[config.mk]
export PLATFORM = sky130hd
export DESIGN_NAME = ids_ram
export DESIGN_NICKNAME = d
export VERILOG_FILES = /design/src/hw/rtl/ids_ram.sv
export SDC_FILE = /design/constraint.sdc
export NUM_CORES = 2
export LEC_CHECK = 0
export ABC_CLOCK_PERIOD_IN_PS = 3900
export BUFFER_PORTS_ARGS = -buffer_cell sky130_fd_sc_hd__buf_2
export CAP_MARGIN = 20
export CORE_ASPECT_RATIO = 0.75
export CORE_MARGIN = 3
export CORE_UTILIZATION = 30
export CTS_CLUSTER_SIZE = 28
export DETAILED_ROUTE_END_ITERATION = 8
export PLACE_DENSITY_LB_ADDON = 0.1
export SLEW_MARGIN = 20
export SYNTH_ARGS = -nofsm -noshare
export SYNTH_HDL_FRONTEND = slang
export SYNTH_SLANG_ARGS = --single-unit
[constraint.sdc]
create_clock -name clk -period 3.9 [get_ports clk]
set_clock_uncertainty 0.15 [all_clocks]
set_input_delay 0.39 -clock clk [delete_from_list [all_inputs] [get_ports clk]]
set_output_delay 0.39 -clock clk [all_outputs]
set_load 0.005 [all_outputs]
[src/hw/rtl/ids_ram.sv]
// Generic simple dual-port RAM with one write port and a registered read port.
module ids_ram #(
	parameter int WIDTH = 32,
	parameter int DEPTH = 64,
	localparam int AW = $clog2(DEPTH)
) (
	input  logic             clk,
	input  logic             we,
	input  logic [AW-1:0]    waddr,
	input  logic [WIDTH-1:0] wdata,
	input  logic [AW-1:0]    raddr,
	output logic [WIDTH-1:0] rdata
);

	logic [WIDTH-1:0] mem [DEPTH];

	always_ff @(posedge clk) begin
		if (we) begin
			mem[waddr] <= wdata;
		end
		rdata <= mem[raddr];
	end

endmodule

==> flow_summary.toml <==
[status]
status = "finished clean"

[logic_synthesis]
synth_edf_count = 2048
syn_nets = 3370
yosys.area.top_type = "edfxtp_1"
syn_area_um2 = 78520
synth.most_common_cell = "edfxtp_1"
synthTopCellsByCount = "2048 x edfxtp_1, 544 x mux4_2, 137 x nor2_1"
avgSynthCellArea_um2 = 23.62
syn_inst = 3324
synth_top_area_share_pct = 78.33
synthTopCellsByArea = "edfxtp_1 78%, mux4_2 16%, mux2i_1 1.2%, dfxtp_1 0.82%, o22ai_1 0.67%"
synth_ff_type = "edfxtp_1"
synthArstFlopShare_pct = 0
ys_seq_elements = 2080
synth_seq_area_share_pct = 79.14
synth_cell_types = 34
yosys_warnings = 0

[worst_setup_path]
r2r_end = "rdata[27]"
cp-start-kind = "input pin"
path_class = "input pin to flip-flop"
required_ns = 4.49
reg2regPathDepth = 6
rrSetupSlack_ns = 1.04
end_kind = "flip-flop"
reg2reg_from = "mem[46][27]"
cp_max_fo = 23
cp.arrival_ns = 3.50

[placed_design]
dpl-instance-area_um2 = 85640
dp.cells = 6920
place_congestion = 0.7234
hpwl_um = 137900
portBuffers = 77
post-place-ws_ns = 0.1718

[timing]
period_minus_slack_ns = 2.908
setup_viol = 0
rsz0062_at_grt = "false"
fin_crit_sh_pct = 74.57
clock.fmax_mhz = 343.8
fin_tns_setup_ns = 0
report.final.slew_viol_count = 0
maxSlewHeadroom_pct = 26.36
worst_pin_slew_ns = 1.105
setup_ws_ns = 0.9916
finalHoldViolations = 0

[min_path]
hold_path_class = "input pin to flip-flop"
hold_path_end = "mem[10][4]"
hold_depth = 1
min_from = "wdata[4]"

[die]
start_util_pct = 30.38
die_y_um = 449.0
die_w_um = 596.7
rows = 161
dieArea_um2 = 268000
ios = 78
coreArea_um2 = 258500

[routing]
wl_per_cell_um = 33.18
vias = 37110
viasPerCell = 5.054
drc = 0
routed_wl_um = 243600
ant_nets = 0
dr.pass1.iters = 6
drt_iter0_markers = 3727

[finish]
finalInstanceArea_um2 = 92630
stdcell_count = 7342
layout-drive-gt1-share_pct = 32.80
syn2layout_area_growth_pct = 17.98
fin_nets = 3783

[clocking]
clkTransAtPathRegs_ns = 0.06
cts.sinks = 2080
postCtsSetupRepairBufs = 0
htree_levels = 4
clockBufferDepth = 4
clock-root-buffer = "clkbuf_16"
clk_latency_ns = 0.86
cts_tree = "done"
cts_resized = 0
cts_made_buffers = 216

[pwr]
ir_worst_vdd_v = 0.0003364
power_uw = 47460
p_per_area_nw_per_um2 = 512.3
p_leak_uw = 0.02870

[global_route]
grt_max_degree = 73
overflow = 0
grt_pass1_wl_um = 336400
grt.total_usage_pct = 18.06
grt_pass1_vias = 38700
antenna_found_initial = 30

[flow_run]
timing.max_cap.violations = 0
## layout by cell type (no fill, tap or decap), types with 3 or more instances in the layout
cell type,n
clkbuf_16,217
buf_12,60
a41o_1,4
clkinvlp_4,7
a21oi_1,62
buf_4,219
clkbuf_8,20
and3_1,4
clkbuf_1,43
nand2_1,26
nor2b_1,15
nor3_1,5
nor2_1,75
buf_8,3
nand3_1,5
nand2b_1,7
o22ai_1,84
edfxtp_1,2048
nor2_4,62
o221ai_1,27
a22oi_1,12
clkinv_2,51
dfxtp_1,32
inv_6,4
nand3b_1,5
bufinv_16,12
dlygate4sd3_1,21
diode_2,8
mux2i_1,93
clkinv_1,35
mux4_2,544
a311oi_1,8
buf_2,73
or3b_2,3
or3_1,3
o32ai_1,4
## kinds of logic (layout without fill, tap and decap cells)
family / after synthesis / count (layout) / share of synthesized area, %
and+or+nand+nor: 223 / 223 / 1.265
buffers and inverters: 182 / 769 / 1.128
muxes: 637 / 637 / 16.79
DFF: 2080 / 2080 / 79.14
AOI/OAI and AO/OA: 202 / 202 / 1.673
other: 0 / 8 / 0
## metrics by stage
stage | utilization [%] | hold WS, ns
2_1_floorplan | - | 0.3389
3_3_place_gp | 33.13 | 0.4822
3_5_place_dp | 33.13 | 0.4815
4_1_cts | 35.82 | 0.009721
5_1_grt | 35.83 | 0.06459
6_report | 35.84 | 0.07403
## worst max-delay path, stage by stage
cell,delay [ns]
buf_8,0.34
buf_12,0.20
buf_12,0.26
buf_12,0.21
mux4_2,0.53
o22ai_1,0.23
nor2_1,0.12
a21oi_1,0.85
buf_4,0.25
nor2_1,0.04
## cell type report
| type | instances | area (um2) |
|---|---|---|
| Clock buffer | 280 | 5867 |
| Sequential cell | 2080 | 62140 |
| Antenna cell | 8 | 20.02 |
| Fill cell | 23640 | 165800 |
| Tap cell | 3423 | 4283 |
| Multi-Input combinational cell | 1062 | 15970 |
| Timing Repair Buffer | 377 | 3477 |
| Clock inverter | 112 | 875.8 |
## flip-flops by register name, indices dropped and copies added (netlist names)
register / flops
mem: 2048
rdata: 32
## layer usage
| layer | vias to the layer above | GRT usage [%] | part of all wire, % |
|---|---|---|---|
| li1 | 15140 | - | - |
| met1 | 20710 | 27.55 | 48 |
| met2 | 964 | 27.61 | 45 |
| met3 | 289 | 2.609 | 5.0 |
| met4 | 4 | 3.160 | 1.7 |
| met5 | - | 0 | 0.011 |
## power by group
group          internal [uW]  leakage (uW)  switching [uW]
registers              24700        0.0187            86.6
clock network          11400       0.00333            8720
logic                    967       0.00667            1590
## what timing repair did
item	4_1_cts	5_1_grt
hold buffers	20	1
endpoints found under the setup margin	0	0
endpoints found under the hold margin	416	16
## how the worst max path moves through the flow
stage	end	start	slack [ns]
6_report	rdata[27]	raddr[0]	0.99
2_1_floorplan	mem[48][0]	waddr[3]	0.20
4_1_cts	rdata[27]	mem[46][27]	1.11
3_3_place_gp	rdata[27]	raddr[0]	0.16
5_1_grt	rdata[27]	raddr[0]	1.01
3_5_place_dp	rdata[27]	raddr[0]	0.17
No activity file was read; power rests on OpenSTA's default activity.
